<file path="config.mk">
export PLATFORM = sky130hd
export DESIGN_NAME = calendar_date_arithmetic_core
export DESIGN_NICKNAME = d
export VERILOG_FILES = /design/src/rtl/cda_pkg.sv /design/src/rtl/calendar_date_arithmetic_core.sv /design/src/rtl/cda_ucode_rom.sv /design/src/rtl/cda_sequencer.sv /design/src/rtl/cda_datapath.sv
export SDC_FILE = /design/constraint.sdc
export NUM_CORES = 1
export LEC_CHECK = 0
export ABC_AREA = 1
export BUFFER_PORTS_ARGS = -buffer_cell sky130_fd_sc_hd__buf_2
export CAP_MARGIN = 10
export CORE_ASPECT_RATIO = 1.1
export CORE_MARGIN = 3
export CORE_UTILIZATION = 60
export CTS_CLUSTER_DIAMETER = 40
export DETAILED_ROUTE_END_ITERATION = 8
export PLACE_DENSITY = 0.87
export RECOVER_POWER = 100
export SETUP_SLACK_MARGIN = 0.02
export SYNTH_ARGS = -nofsm -noshare
export SYNTH_HDL_FRONTEND = slang
export SYNTH_SLANG_ARGS = --single-unit
</file>
<file path="constraint.sdc">
create_clock -name clk_i -period 9.7 [get_ports clk_i]
set_clock_uncertainty 0.05 [all_clocks]
set_input_delay 0.485 -clock clk_i [delete_from_list [all_inputs] [get_ports clk_i]]
set_output_delay 0.485 -clock clk_i [all_outputs]
set_load 0.03 [all_outputs]
</file>
<file path="src/rtl/cda_pkg.sv">
package cda_pkg;

  localparam int UpcW = 5;

  // Program labels
  localparam logic [UpcW-1:0] SWalkF = 5'd5;
  localparam logic [UpcW-1:0] SWalkB = 5'd6;
  localparam logic [UpcW-1:0] SDiff  = 5'd8;
  localparam logic [UpcW-1:0] SInv   = 5'd16;

  typedef enum logic [3:0] {
    OP_NOP,
    OP_QUOT,
    OP_SPLIT,
    OP_ADDN,
    OP_WALKF,
    OP_WALKB,
    OP_DMUL,
    OP_DSUB,
    OP_DADD,
    OP_OUT_DATE,
    OP_OUT_DIFF,
    OP_OUT_INV
  } cda_op_e;

  typedef enum logic [2:0] {
    J_NONE,
    J_INVALID,
    J_DIFF,
    J_FWD,
    J_BACK
  } cda_cond_e;

  typedef enum logic {
    SRC_BASE,
    SRC_OTHER
  } cda_src_e;

  typedef enum logic [1:0] {
    STATUS_OK      = 2'd0,
    STATUS_INVALID = 2'd1,
    STATUS_RANGE   = 2'd2
  } cda_status_e;

  typedef struct packed {
    cda_op_e         op;
    cda_src_e        src;
    cda_cond_e       cond;
    logic [UpcW-1:0] target;
    logic            last;
  } cda_ctrl_t;

  typedef struct packed {
    logic invalid;
    logic diff;
    logic fwd;
    logic back;
  } cda_flags_t;

  // Year kept as century and year-in-century, so no divide is needed here.
  function automatic logic is_leap(input logic [7:0] cent, input logic [6:0] yc);
    logic lp;
    if (yc != 7'd0) begin
      lp = (yc[1:0] == 2'd0);
    end else begin
      lp = (cent[1:0] == 2'd0);
    end
    return lp;
  endfunction

  function automatic logic [4:0] month_days(input logic leap, input logic [3:0] m);
    logic [4:0] n;
    case (m)
      4'd2: begin
        n = leap ? 5'd29 : 5'd28;
      end
      4'd4, 4'd6, 4'd9, 4'd11: begin
        n = 5'd30;
      end
      4'd1, 4'd3, 4'd5, 4'd7, 4'd8, 4'd10, 4'd12: begin
        n = 5'd31;
      end
      default: begin
        n = 5'd0;
      end
    endcase
    return n;
  endfunction

  // Days before month m in a March-based year: (153*mm+2)/5
  function automatic logic [8:0] month_offset(input logic [3:0] m);
    logic [8:0] n;
    case (m)
      4'd3:    n = 9'd0;
      4'd4:    n = 9'd31;
      4'd5:    n = 9'd61;
      4'd6:    n = 9'd92;
      4'd7:    n = 9'd122;
      4'd8:    n = 9'd153;
      4'd9:    n = 9'd184;
      4'd10:   n = 9'd214;
      4'd11:   n = 9'd245;
      4'd12:   n = 9'd275;
      4'd1:    n = 9'd306;
      4'd2:    n = 9'd337;
      default: n = 9'd0;
    endcase
    return n;
  endfunction

endpackage

</file>
<file path="src/rtl/calendar_date_arithmetic_core.sv">
// Gregorian date unit, microcoded. The add-days walk steps one month per cycle,
// forward or backward. One request in flight: the next can be taken in the
// done_o cycle; receiver cannot stall.
// Reset (rst_ni low, async) idles the sequencer and drops done_o; no pending result.
module calendar_date_arithmetic_core
  import cda_pkg::*;
#(
  parameter int MAX_OFFSET = 65535
) (
  input  logic               clk_i,
  input  logic               rst_ni,
  input  logic               start,
  output logic               busy,
  input  logic               action_i,
  input  logic [13:0]        base_year_i,
  input  logic [3:0]         base_month_i,
  input  logic [4:0]         base_day_i,
  input  logic [13:0]        other_year_i,
  input  logic [3:0]         other_month_i,
  input  logic [4:0]         other_day_i,
  input  logic signed [16:0] offset_days_i,
  output logic               done_o,
  output logic [13:0]        out_year_o,
  output logic [3:0]         out_month_o,
  output logic [4:0]         out_day_o,
  output logic signed [22:0] day_difference_o,
  output logic [1:0]         status_o
);

  // Request is taken when start is seen while idle; the inputs are latched in
  // the datapath at that edge, so they need not hold afterwards.
  logic            accept;
  logic            busy_w;
  logic [UpcW-1:0] upc;
  cda_ctrl_t       ctrl;
  cda_flags_t      flags;

  assign accept = start && !busy_w;
  assign busy   = busy_w;

  // Step counter with conditional jumps; the last control word ends the program.
  cda_sequencer u_seq (
    .clk_i    (clk_i),
    .rst_ni   (rst_ni),
    .accept_i (accept),
    .ctrl_i   (ctrl),
    .flags_i  (flags),
    .busy_o   (busy_w),
    .upc_o    (upc)
  );

  // Program store: one control word per step.
  cda_ucode_rom u_rom (
    .upc_i  (upc),
    .ctrl_o (ctrl)
  );

  // Date registers, year split unit, day-number accumulator, result register.
  // Result fields are held until the next request completes; done_o pulses once.
  cda_datapath #(
    .MAX_OFFSET (MAX_OFFSET)
  ) u_dp (
    .clk_i            (clk_i),
    .rst_ni           (rst_ni),
    .load_i           (accept),
    .exec_i           (busy_w),
    .ctrl_i           (ctrl),
    .action_i         (action_i),
    .base_year_i      (base_year_i),
    .base_month_i     (base_month_i),
    .base_day_i       (base_day_i),
    .other_year_i     (other_year_i),
    .other_month_i    (other_month_i),
    .other_day_i      (other_day_i),
    .offset_days_i    (offset_days_i),
    .flags_o          (flags),
    .done_o           (done_o),
    .out_year_o       (out_year_o),
    .out_month_o      (out_month_o),
    .out_day_o        (out_day_o),
    .day_difference_o (day_difference_o),
    .status_o         (status_o)
  );

endmodule

</file>
<file path="src/rtl/cda_ucode_rom.sv">
module cda_ucode_rom
  import cda_pkg::*;
(
  input  logic [UpcW-1:0] upc_i,
  output cda_ctrl_t       ctrl_o
);

  function automatic cda_ctrl_t cw(input cda_op_e op, input cda_src_e src,
                                   input cda_cond_e cond, input logic [UpcW-1:0] target,
                                   input logic last);
    cda_ctrl_t w;
    w.op     = op;
    w.src    = src;
    w.cond   = cond;
    w.target = target;
    w.last   = last;
    return w;
  endfunction

  always_comb begin
    case (upc_i)
      // split and check the first date
      5'd0:  ctrl_o = cw(OP_QUOT,     SRC_BASE,  J_NONE,    '0,     1'b0);
      5'd1:  ctrl_o = cw(OP_SPLIT,    SRC_BASE,  J_NONE,    '0,     1'b0);
      5'd2:  ctrl_o = cw(OP_NOP,      SRC_BASE,  J_INVALID, SInv,   1'b0);
      5'd3:  ctrl_o = cw(OP_NOP,      SRC_BASE,  J_DIFF,    SDiff,  1'b0);
      // add-days walk
      5'd4:  ctrl_o = cw(OP_ADDN,     SRC_BASE,  J_NONE,    '0,     1'b0);
      5'd5:  ctrl_o = cw(OP_WALKF,    SRC_BASE,  J_FWD,     SWalkF, 1'b0);
      5'd6:  ctrl_o = cw(OP_WALKB,    SRC_BASE,  J_BACK,    SWalkB, 1'b0);
      5'd7:  ctrl_o = cw(OP_OUT_DATE, SRC_BASE,  J_NONE,    '0,     1'b1);
      // days-until
      5'd8:  ctrl_o = cw(OP_DMUL,     SRC_BASE,  J_NONE,    '0,     1'b0);
      5'd9:  ctrl_o = cw(OP_DSUB,     SRC_BASE,  J_NONE,    '0,     1'b0);
      5'd10: ctrl_o = cw(OP_QUOT,     SRC_OTHER, J_NONE,    '0,     1'b0);
      5'd11: ctrl_o = cw(OP_SPLIT,    SRC_OTHER, J_NONE,    '0,     1'b0);
      5'd12: ctrl_o = cw(OP_NOP,      SRC_OTHER, J_INVALID, SInv,   1'b0);
      5'd13: ctrl_o = cw(OP_DMUL,     SRC_OTHER, J_NONE,    '0,     1'b0);
      5'd14: ctrl_o = cw(OP_DADD,     SRC_OTHER, J_NONE,    '0,     1'b0);
      5'd15: ctrl_o = cw(OP_OUT_DIFF, SRC_OTHER, J_NONE,    '0,     1'b1);
      5'd16: ctrl_o = cw(OP_OUT_INV,  SRC_BASE,  J_NONE,    '0,     1'b1);
      default: begin
        ctrl_o = cw(OP_OUT_INV, SRC_BASE, J_NONE, '0, 1'b1);
      end
    endcase
  end

endmodule

</file>
<file path="src/rtl/cda_sequencer.sv">
module cda_sequencer
  import cda_pkg::*;
(
  input  logic            clk_i,
  input  logic            rst_ni,
  input  logic            accept_i,
  input  cda_ctrl_t       ctrl_i,
  input  cda_flags_t      flags_i,
  output logic            busy_o,
  output logic [UpcW-1:0] upc_o
);

  logic            busy_q, busy_d;
  logic [UpcW-1:0] upc_q, upc_d;
  logic            take;

  always_comb begin
    case (ctrl_i.cond)
      J_NONE:    take = 1'b0;
      J_INVALID: take = flags_i.invalid;
      J_DIFF:    take = flags_i.diff;
      J_FWD:     take = flags_i.fwd;
      J_BACK:    take = flags_i.back;
      default:   take = 1'b0;
    endcase
  end

  always_comb begin
    busy_d = busy_q;
    upc_d  = upc_q;
    if (!busy_q) begin
      if (accept_i) begin
        busy_d = 1'b1;
        upc_d  = '0;
      end
    end else if (ctrl_i.last) begin
      busy_d = 1'b0;
      upc_d  = '0;
    end else if (take) begin
      upc_d = ctrl_i.target;
    end else begin
      upc_d = upc_q + UpcW'(1);
    end
  end

  always_ff @(posedge clk_i or negedge rst_ni) begin
    if (!rst_ni) begin
      busy_q <= 1'b0;
      upc_q  <= '0;
    end else begin
      busy_q <= busy_d;
      upc_q  <= upc_d;
    end
  end

  assign busy_o = busy_q;
  assign upc_o  = upc_q;

endmodule

</file>
<file path="src/rtl/cda_datapath.sv">
module cda_datapath
  import cda_pkg::*;
#(
  parameter int MAX_OFFSET = 65535
) (
  input  logic               clk_i,
  input  logic               rst_ni,
  input  logic               load_i,
  input  logic               exec_i,
  input  cda_ctrl_t          ctrl_i,
  input  logic               action_i,
  input  logic [13:0]        base_year_i,
  input  logic [3:0]         base_month_i,
  input  logic [4:0]         base_day_i,
  input  logic [13:0]        other_year_i,
  input  logic [3:0]         other_month_i,
  input  logic [4:0]         other_day_i,
  input  logic signed [16:0] offset_days_i,
  output cda_flags_t         flags_o,
  output logic               done_o,
  output logic [13:0]        out_year_o,
  output logic [3:0]         out_month_o,
  output logic [4:0]         out_day_o,
  output logic signed [22:0] day_difference_o,
  output logic [1:0]         status_o
);

  localparam logic signed [20:0] OffMax = 21'(MAX_OFFSET);
  localparam logic [23:0]        DnBias = 24'd1721119;

  // latched request
  logic               act_q;
  logic [13:0]        by_q, oy_q;
  logic [3:0]         bm_q, om_q;
  logic [4:0]         bd_q, od_q;
  logic signed [16:0] n_q;

  // working date and accumulator
  logic [7:0]         q_q, cent_q;
  logic [6:0]         yc_q;
  logic [13:0]        yr_q;
  logic [3:0]         m_q;
  logic signed [17:0] d_q;
  logic               ovf_q;
  logic [21:0]        p_q;
  logic signed [23:0] acc_q;

  // results
  logic               done_q;
  logic [13:0]        ry_q;
  logic [3:0]         rm_q;
  logic [4:0]         rd_q;
  logic signed [22:0] rdiff_q;
  cda_status_e        rst_q;

  logic signed [20:0] n_ext, n_sat;
  logic [13:0]        ysel;
  logic [3:0]         msel;
  logic [4:0]         dsel;
  logic [26:0]        quot_prod;
  logic [13:0]        rem_w;
  logic               cur_leap;
  logic [4:0]         cur_mdays;
  logic               fwd, back, invalid;
  logic [13:0]        yr_inc, yr_dec;
  logic [6:0]         yc_inc, yc_dec;
  logic [7:0]         cent_inc, cent_dec;
  logic [3:0]         m_b;
  logic [13:0]        yr_b;
  logic [6:0]         yc_b;
  logic [7:0]         cent_b;
  logic [4:0]         mdays_b;
  logic               a_jan;
  logic [13:0]        yp;
  logic [7:0]         centp;
  logic [23:0]        dn;

  // offset clamp to +/- MAX_OFFSET
  always_comb begin
    n_ext = 21'(offset_days_i);
    if (n_ext > OffMax) begin
      n_sat = OffMax;
    end else if (n_ext < -OffMax) begin
      n_sat = -OffMax;
    end else begin
      n_sat = n_ext;
    end
  end

  assign ysel = (ctrl_i.src == SRC_OTHER) ? oy_q : by_q;
  assign msel = (ctrl_i.src == SRC_OTHER) ? om_q : bm_q;
  assign dsel = (ctrl_i.src == SRC_OTHER) ? od_q : bd_q;

  // year / 100 by reciprocal 5243 / 2^19, exact for 14-bit years
  assign quot_prod = 27'(ysel) * 27'd5243;
  assign rem_w     = ysel - (14'(q_q) * 14'd100);

  assign cur_leap  = is_leap(cent_q, yc_q);
  assign cur_mdays = month_days(cur_leap, m_q);

  assign invalid = (yr_q == 14'd0) || (yr_q > 14'd9999) ||
                   (m_q == 4'd0) || (m_q > 4'd12) ||
                   (d_q < 18'sd1) || (d_q > $signed(18'(cur_mdays)));
  assign fwd  = !ovf_q && (d_q > $signed(18'(cur_mdays)));
  assign back = !ovf_q && (d_q < 18'sd1);

  assign flags_o.invalid = invalid;
  assign flags_o.diff    = act_q;
  assign flags_o.fwd     = fwd;
  assign flags_o.back    = back;

  // year carry / borrow in century form
  assign yr_inc   = yr_q + 14'd1;
  assign yr_dec   = yr_q - 14'd1;
  assign yc_inc   = (yc_q == 7'd99) ? 7'd0 : yc_q + 7'd1;
  assign cent_inc = (yc_q == 7'd99) ? cent_q + 8'd1 : cent_q;
  assign yc_dec   = (yc_q == 7'd0) ? 7'd99 : yc_q - 7'd1;
  assign cent_dec = (yc_q == 7'd0) ? cent_q - 8'd1 : cent_q;

  always_comb begin
    if (m_q == 4'd1) begin
      m_b    = 4'd12;
      yr_b   = yr_dec;
      yc_b   = yc_dec;
      cent_b = cent_dec;
    end else begin
      m_b    = m_q - 4'd1;
      yr_b   = yr_q;
      yc_b   = yc_q;
      cent_b = cent_q;
    end
    mdays_b = month_days(is_leap(cent_b, yc_b), m_b);
  end

  // day number pieces: Jan/Feb count as months of the previous year
  assign a_jan = (m_q == 4'd1) || (m_q == 4'd2);
  assign yp    = yr_q - 14'(a_jan);
  assign centp = cent_q - 8'(a_jan && (yc_q == 7'd0));
  assign dn    = 24'(d_q[4:0]) + 24'(month_offset(m_q)) + 24'(p_q) + 24'(yp >> 2)
               - 24'(centp) + 24'(centp >> 2) + DnBias;

  always_ff @(posedge clk_i) begin
    if (load_i) begin
      act_q <= action_i;
      by_q  <= base_year_i;
      bm_q  <= base_month_i;
      bd_q  <= base_day_i;
      oy_q  <= other_year_i;
      om_q  <= other_month_i;
      od_q  <= other_day_i;
      n_q   <= n_sat[16:0];
      ovf_q <= 1'b0;
    end else if (exec_i) begin
      case (ctrl_i.op)
        OP_QUOT: begin
          q_q <= quot_prod[26:19];
        end
        OP_SPLIT: begin
          cent_q <= q_q;
          yc_q   <= rem_w[6:0];
          yr_q   <= ysel;
          m_q    <= msel;
          d_q    <= 18'(dsel);
        end
        OP_ADDN: begin
          d_q <= d_q + 18'(n_q);
        end
        OP_WALKF: begin
          if (fwd) begin
            d_q <= d_q - $signed(18'(cur_mdays));
            if (m_q == 4'd12) begin
              m_q    <= 4'd1;
              yr_q   <= yr_inc;
              yc_q   <= yc_inc;
              cent_q <= cent_inc;
              ovf_q  <= (yr_inc > 14'd9999);
            end else begin
              m_q <= m_q + 4'd1;
            end
          end
        end
        OP_WALKB: begin
          if (back) begin
            m_q    <= m_b;
            yr_q   <= yr_b;
            yc_q   <= yc_b;
            cent_q <= cent_b;
            if (yr_b == 14'd0) begin
              ovf_q <= 1'b1;
            end else begin
              d_q <= d_q + $signed(18'(mdays_b));
            end
          end
        end
        OP_DMUL: begin
          p_q <= 22'(yp) * 22'd365;
        end
        OP_DSUB: begin
          acc_q <= -$signed(dn);
        end
        OP_DADD: begin
          acc_q <= acc_q + $signed(dn);
        end
        default: begin
        end
      endcase
    end
  end

  // result register, loaded by the closing step of each program
  always_ff @(posedge clk_i) begin
    if (exec_i && ctrl_i.last) begin
      case (ctrl_i.op)
        OP_OUT_DATE: begin
          rdiff_q <= '0;
          if (ovf_q) begin
            ry_q  <= '0;
            rm_q  <= '0;
            rd_q  <= '0;
            rst_q <= STATUS_RANGE;
          end else begin
            ry_q  <= yr_q;
            rm_q  <= m_q;
            rd_q  <= d_q[4:0];
            rst_q <= STATUS_OK;
          end
        end
        OP_OUT_DIFF: begin
          ry_q    <= '0;
          rm_q    <= '0;
          rd_q    <= '0;
          rdiff_q <= acc_q[22:0];
          rst_q   <= STATUS_OK;
        end
        default: begin
          ry_q    <= '0;
          rm_q    <= '0;
          rd_q    <= '0;
          rdiff_q <= '0;
          rst_q   <= STATUS_INVALID;
        end
      endcase
    end
  end

  always_ff @(posedge clk_i or negedge rst_ni) begin
    if (!rst_ni) begin
      done_q <= 1'b0;
    end else begin
      done_q <= exec_i && ctrl_i.last;
    end
  end

  assign done_o           = done_q;
  assign out_year_o       = ry_q;
  assign out_month_o      = rm_q;
  assign out_day_o        = rd_q;
  assign day_difference_o = rdiff_q;
  assign status_o         = rst_q;

endmodule
</file>
# [After elaboration in Yosys (flattened, before gate mapping)]
# Memories as Yosys holds them, arrays and structs flattened. A register that Yosys moved wholly into a read port is not among the register bits.
# Index checks and enable logic that the tools add are counted.
[totals] mem_count=2 in_bits=67 romBits=592 regBits=225 output_inout_bits=50
[classes] bitwise=2 addsub=23 reduce_logical=43 n_eq_ne=47 muxes=55 magnitude_cmp=7 n_mul=3
[memory_table] memory="(no name shown)" words=32 width=14 rd=1 rd_ports_with_merged_regs=0 write_ports=0 line_no="cda_ucode_rom.sv:21" text="case (upc_i)"
[memory_table] memory="(no name shown)" words=16 width=9 rd=1 rd_ports_with_merged_regs=1 write_ports=0 line_no="cda_pkg.sv:93" text="case (m)"
[op_table] cell="$pmux 18 s4" count=1
[op_table] cell="$mux 14" count=5
[op_table] cell="$mux 18" count=3
[op_table] cell="$eq 4x4->1 const B" count=13
[op_table] cell="$eq 4x3->1 const B" count=12
[op_table] cell="$mux 8" count=6
[op_table] cell="$pmux 24 s2" count=1
[op_table] cell="$mux 7" count=6
[op_table] cell="$pmux 14 s3" count=1
[op_table] cell="$pmux 5 s3" count=2
[op_table] cell="$gt 14x14->1 const B" count=2
[op_table] cell="$logic_not 14->1" count=2
[op_table] cell="$mul 14x13->27 const B" count=1
[op_table] cell="$mux 5" count=5
[op_table] cell="$add 24x12->24" count=1
[op_table] cell="$add 24x21->24 const B" count=1
[op_table] cell="$add 24x22->24" count=1
[op_table] cell="$add 24x24->24" count=1
[op_table] cell="$add 24x6->24" count=1
[op_table] cell="$eq 4x2->1 const B" count=6
[op_table] cell="$mux 4" count=6
[op_table] cell="$neg 24->24" count=1
[op_table] cell="$pmux 8 s3" count=1
[op_table] cell="$sub 24x8->24" count=1
[op_table] cell="other kinds (57)" count=100

# [Depth between registers and ports, before layout]
[depth] word_depth=11 depth_mapped=44 depth_no_buf=44

# [Hierarchy]
# Synthesis repeated with hierarchy kept, for this count alone.
[unflattened] cells_unflattened=2880 hier_area_um2=23510.0
[modules_own_cells] module="cda_datapath" cells_per_inst=2766 area_per_inst_um2=22781.8 n_inst=1
[modules_own_cells] module="cda_sequencer" cells_per_inst=59 area_per_inst_um2=434.2 n_inst=1
[modules_own_cells] module="cda_ucode_rom" cells_per_inst=53 area_per_inst_um2=284.0 n_inst=1
[modules_own_cells] module="calendar_date_arithmetic_core" cells_per_inst=2 area_per_inst_um2=10.0 n_inst=1

# [Worst setup path before layout]
# Ideal clock, no wire load.
[synth_timing] path_type="register to register" start="register u_dp.m_q[1]" end="register u_dp.acc_q[19], data pin" path_stages_with_launch=38 t_required_ps=9396 path_slack_ps=3302 setup_ps=254 period_less_slack_ps=6398 t_arrival_ps=6095 path_cell_list="edfxtp_1 inv_1 ha_1 nand3_1 buf_2 a21oi_1 ha_1 ha_1 nand2_1 xor2_1 inv_1 or2_2 nand2_1 inv_1 ha_1 inv_1 nand2_1 fa_1 [2 not listed] inv_1 ha_1 nand2_1 nand2_1 inv_1 nand2_1 nand2_1 nand2_1 xnor2_1 inv_1 ha_1 a21oi_1 o21ai_0 o21ai_0 nand3_1 or2_2 nand3_1 nand2_1"
[synth_via] elab_chain_cells=9
[synth_lines] item="from (decl)" line_no="cda_datapath.sv:42" text="logic [3:0] m_q;"
[synth_lines] item="from (signal assigned)" line_no="cda_datapath.sv:162" text="m_q <= msel;"
[synth_lines] item="from (signal assigned)" line_no="cda_datapath.sv:178" text="m_q <= m_q + 4'd1;"
[synth_lines] item="from (signal assigned)" line_no="cda_datapath.sv:184" text="m_q <= m_b;"
[synth_lines] item="$eq 4x1->1 / $eq 4x2->1 (equally long branches)" line_no="cda_datapath.sv:136" text="assign a_jan = (m_q == 4'd1) || (m_q == 4'd2);"
[synth_lines] item="$logic_or 1x1->1 *" line_no="cda_datapath.sv:136"
[synth_lines] item="$sub 14x1->14 / $logic_and 1x1->1 (equally long branches)" line_no="cda_datapath.sv:137, cda_datapath.sv:138"
[synth_lines] item="$add 24x12->24 / $sub 8x1->8 (equally long branches)" line_no="cda_datapath.sv:139, cda_datapath.sv:138"
[synth_lines] item="$sub 24x8->24" line_no="cda_datapath.sv:140" text="- 24'(centp) + 24'(centp >> 2) + DnBias;"
[synth_lines] item="$add 24x6->24 *" line_no="cda_datapath.sv:140"
[synth_lines] item="$add 24x21->24 *" line_no="cda_datapath.sv:140"
[synth_lines] item="$add 24x24->24 / $neg 24->24 (equally long branches)" line_no="cda_datapath.sv:202, cda_datapath.sv:199"
[synth_lines] item="$pmux 24 s2 *" line_no="cda_datapath.sv:154" text="case (ctrl_i.op)"
[synth_lines] item="to (signal assigned)" line_no="cda_datapath.sv:199" text="acc_q <= -$signed(dn);"
[synth_lines] item="to (signal assigned)" line_no="cda_datapath.sv:202" text="acc_q <= acc_q + $signed(dn);"
[synth_lines] item="to (decl)" line_no="cda_datapath.sv:46" text="logic signed [23:0] acc_q;"
# Mark *: on every way between the ends. The rest lies on a longest branch, timed or not.
# A chain may end at the register's enable or synchronous reset.

# [Worst setup path after layout]
[layout_timing] start="register u_seq.upc_q[0], in the netlist u_seq.upc_o[0]" end="register u_dp.d_q[12], data pin"
[layout_via] elab_chain_cells=3
[layout_lines] item="from (decl)" line_no="cda_sequencer.sv:14" text="logic [UpcW-1:0] upc_q, upc_d;"
[layout_lines] item="from (signal assigned)" line_no="cda_sequencer.sv:52" text="upc_q <= upc_d;"
[layout_lines] item="$mem_v2 32x14 *"
[layout_lines] item="$eq 4x3->1 / $eq 4x2->1 (equally long branches)" line_no="cda_datapath.sv:154"
[layout_lines] item="$pmux 18 s4 *" line_no="cda_datapath.sv:154"
[layout_lines] item="to (signal assigned)" line_no="cda_datapath.sv:163" text="d_q <= 18'(dsel);"
[layout_lines] item="to (signal assigned)" line_no="cda_datapath.sv:166" text="d_q <= d_q + 18'(n_q);"
[layout_lines] item="to (signal assigned)" line_no="cda_datapath.sv:170" text="d_q <= d_q - $signed(18'(cur_mdays));"
[layout_lines] item="to (decl)" line_no="cda_datapath.sv:43" text="logic signed [17:0] d_q;"
# Marks and branches as above.

==> results.sh <==
export IMPL_status="finished, violations left"
export IMPL_failed_checks="capacitance limit, slew limit"
export IMPL_cts_htree_levels=2
export IMPL_avgSynthCellArea_sq_um=8.20
export IMPL_hold_depth=1
export IMPL_clock_sinks=233
export IMPL_num_vias=19700
export IMPL_ys_warn_count=0
export IMPL_yosysSeqAreaShare_pct=29.3
export IMPL_r2r_start="u_seq.upc_o[0]"
export IMPL_dp_hpwl_mm=47.3
export IMPL_most_common_layout_cells="557 x inv_1, 552 x nand2_1, 289 x ha_1"
export IMPL_ctsResizeCount=0
export IMPL_core_area_sq_um=38400
export IMPL_track_usage_pct=28.1
export IMPL_hold_viol=0
export IMPL_async_reset_ff_share_pct=3.00
export IMPL_crit_fanout=34
export IMPL_antennaDiodeCount=0
export IMPL_setup_viol=0
export IMPL_slew_headroom_pct=-115
export IMPL_fin_area_sq_um=25600
export IMPL_wl_mm=58.5
export IMPL_synth_nets=3346
export IMPL_numCtsBuffers=36
export IMPL_crit_type="register to register"
export IMPL_rows=75
export IMPL_drive_gt1_share_pct=5.38
export IMPL_r2r_end="u_dp.d_q[12]"
export IMPL_drt_iter0_drc=1522
export IMPL_cp_data_required_time_ns=9.96
export IMPL_drt_pass1_iter_count=6
export IMPL_reg2reg_depth=23
export IMPL_vias_per_cell=5.61
export IMPL_tightest_slew_ns=3.22
export IMPL_finalSetupTns_ns=0
export IMPL_grt_pass1_wl_mm=95.5
export IMPL_io_pins=117
export IMPL_rsz0062_at_grt="no"
export IMPL_place_gp_congestion=0.966
export IMPL_syn_to_final_growth_pct=9.25
export IMPL_start_util_pct=61.0
export IMPL_grt_pass1_vias=19900
export IMPL_cts_root_buf="clkbuf_16"
export IMPL_gr_total_overflow=0
export IMPL_path_clk_slew_ns=0.06
export IMPL_drv_slew=152
export IMPL_startpoint_type="register"
export IMPL_ys_ff_latch=233
export IMPL_synth_edf_count=216
export IMPL_synth_top_flop_cell="edfxtp_1"
export IMPL_mappedNetlistArea_sq_um=23400
export IMPL_hp_class="input pin to register"
export IMPL_die_w_um=194
export IMPL_tritoncts="yes"
export IMPL_portBuffers=116
export IMPL_utilization_pct=66.7
export IMPL_rrSetupSlack_ns=1.79
export IMPL_clk_latency_ns=0.56
export IMPL_final_common_cell="inv_1"
export IMPL_postRouteAntennaNets=0
export IMPL_syn_inst=2857
export IMPL_placed_cell_area_sq_um=24600
export IMPL_end_kind="register"
export IMPL_min_from="other_day_i[1]"
export IMPL_wl_per_cell_um=16.6
export IMPL_ys_types=62
export IMPL_fmax_ghz=0.126
export IMPL_grt_max_degree=65
export IMPL_die_h_um=213
export IMPL_nets=3475
export IMPL_drv_cap=4
export IMPL_die_area_sq_um=41400
export IMPL_antenna_found_initial=0
export IMPL_arrival_ns=8.17
export IMPL_hold_path_end="u_dp.od_q[1]"
export IMPL_finalCritPeriodShare_pct=81.6
export IMPL_finalHoldWorstSlack_ns=0.0550
export IMPL_route_detailed_drc=0
export IMPL_finalCriticalPeriod_ns=7.91
export IMPL_cts_buffer_depth=3
==> critical path, cell delays in order, from the launching register on <==
cell and delay, ns:
dfrtp_1 0.46, ha_1 0.29, ha_1 0.19, nor2_1 0.18, o22ai_1 0.20, nor2_1 0.36, inv_1 0.11, nor2_1 1.92
inv_1 1.08, nor2_1 0.29, a21oi_1 0.10, ha_1 0.24, inv_1 0.14, fa_1 0.19, inv_1 0.05, nand2_1 0.07
a21oi_1 0.10, a21boi_0 0.39, o21ai_0 0.28, a21boi_0 0.33, o21ai_0 0.15, or2_2 0.29, nand3_1 0.10, nand2_1 0.08
==> layer usage <==
layer  share of wire [%]  GRT usage, %  vias up
met5                   0             0        -
met4                 4.6          13.0        0
met3                 5.4          3.95      192
met2                  50          50.9      709
met1                  40          33.3     9189
li1                    -             -     9602
==> cells in the mapped netlist, types with 8 or more instances <==
| cell | number | share of area (%) |
|---|---|---|
| nand4_1 | 33 | 0.88 |
| a31oi_1 | 9 | 0.24 |
| or2_2 | 10 | 0.27 |
| xor2_1 | 97 | 3.6 |
| inv_1 | 554 | 8.9 |
| ha_1 | 289 | 15 |
| dfxtp_1 | 10 | 0.85 |
| nand2_2 | 9 | 0.24 |
| o21ai_0 | 114 | 2.4 |
| xnor2_1 | 29 | 1.1 |
| fa_1 | 133 | 11 |
| edfxtp_1 | 216 | 28 |
| o31ai_1 | 8 | 0.26 |
| nor3_1 | 38 | 0.81 |
| clkbuf_1 | 29 | 0.46 |
| a21o_1 | 10 | 0.32 |
| o22ai_1 | 11 | 0.29 |
| nand2_1 | 549 | 8.8 |
| a21oi_1 | 135 | 2.9 |
| nand3_1 | 156 | 3.3 |
| inv_2 | 10 | 0.16 |
| o211ai_1 | 18 | 0.58 |
| nand3b_1 | 9 | 0.29 |
| o221ai_1 | 19 | 0.71 |
| nor2_1 | 270 | 4.3 |
==> kinds of logic (layout without fill, tap and decap cells) <==
kind of cell | after synthesis | count (layout) | synth area share [%]
mux | 2 | 2 | 0.0961
fa+ha+maj | 422 | 422 | 26.8
flops | 233 | 233 | 29.3
xor+xnor | 126 | 126 | 4.71
compound gates | 364 | 364 | 9.18
simple gates | 1105 | 1105 | 20.2
buf+inv | 605 | 760 | 9.75
==> stage by stage <==
step,setup WS (ns),std cells
finish,1.79,3512
global route,1.29,3512
CTS,2.21,3511
global placement,2.61,3446
detailed placement,2.34,3446
floorplan,3.30,2857
==> worst max path at each step <==
stage	slack, ns	end	startpoint	cells after the start
final	1.79	u_dp.d_q[12]	u_seq.upc_o[0]	23
after floorplan	3.30	u_dp.acc_q[19]	u_dp.m_q[1]	37
after detailed placement	2.34	u_dp.acc_q[16]	u_dp.m_q[1]	37
after global placement	2.61	u_dp.acc_q[16]	u_dp.m_q[1]	38
after CTS	2.21	u_dp.acc_q[16]	u_dp.m_q[1]	37
after global routing	1.29	u_dp.d_q[12]	u_seq.upc_o[0]	23
==> sequential cells by signal, indices dropped and copies added, names as in the netlist, 4 cells and up, named ones only <==
name,count
u_dp.acc_q,23
u_dp.day_difference_o,23
u_dp.p_q,22
u_dp.d_q,18
u_dp.n_q,17
u_dp.by_q,14
u_dp.out_year_o,14
u_dp.oy_q,14
u_dp.yr_q,14
u_dp.cent_q,8
u_dp.q_q,8
u_dp.yc_q,7
u_dp.bd_q,5
u_dp.od_q,5
u_dp.out_day_o,5
u_seq.upc_o,5
u_dp.bm_q,4
u_dp.m_q,4
u_dp.om_q,4
u_dp.out_month_o,4
==> area by class of cell <==
| cell class | count | area (sq um) |
|---|---|---|
| Timing Repair Buffer | 129 | 582 |
| Clock inverter | 22 | 229 |
| Inverter | 567 | 2130 |
| Clock buffer | 42 | 955 |
| Tap cell | 500 | 626 |
| Multi-Input combinational cell | 2019 | 14200 |
| Fill cell | 3119 | 12800 |
| Sequential cell | 233 | 6860 |
==> what timing repair did <==
action,4_1_cts,5_1_grt
setup buffers,0,0
hold buffers,1,0
hold endpoints to repair,7,0
Power is not shown: default switching activity piles up to over one toggle a cycle in this logic, so the estimate is an artifact.
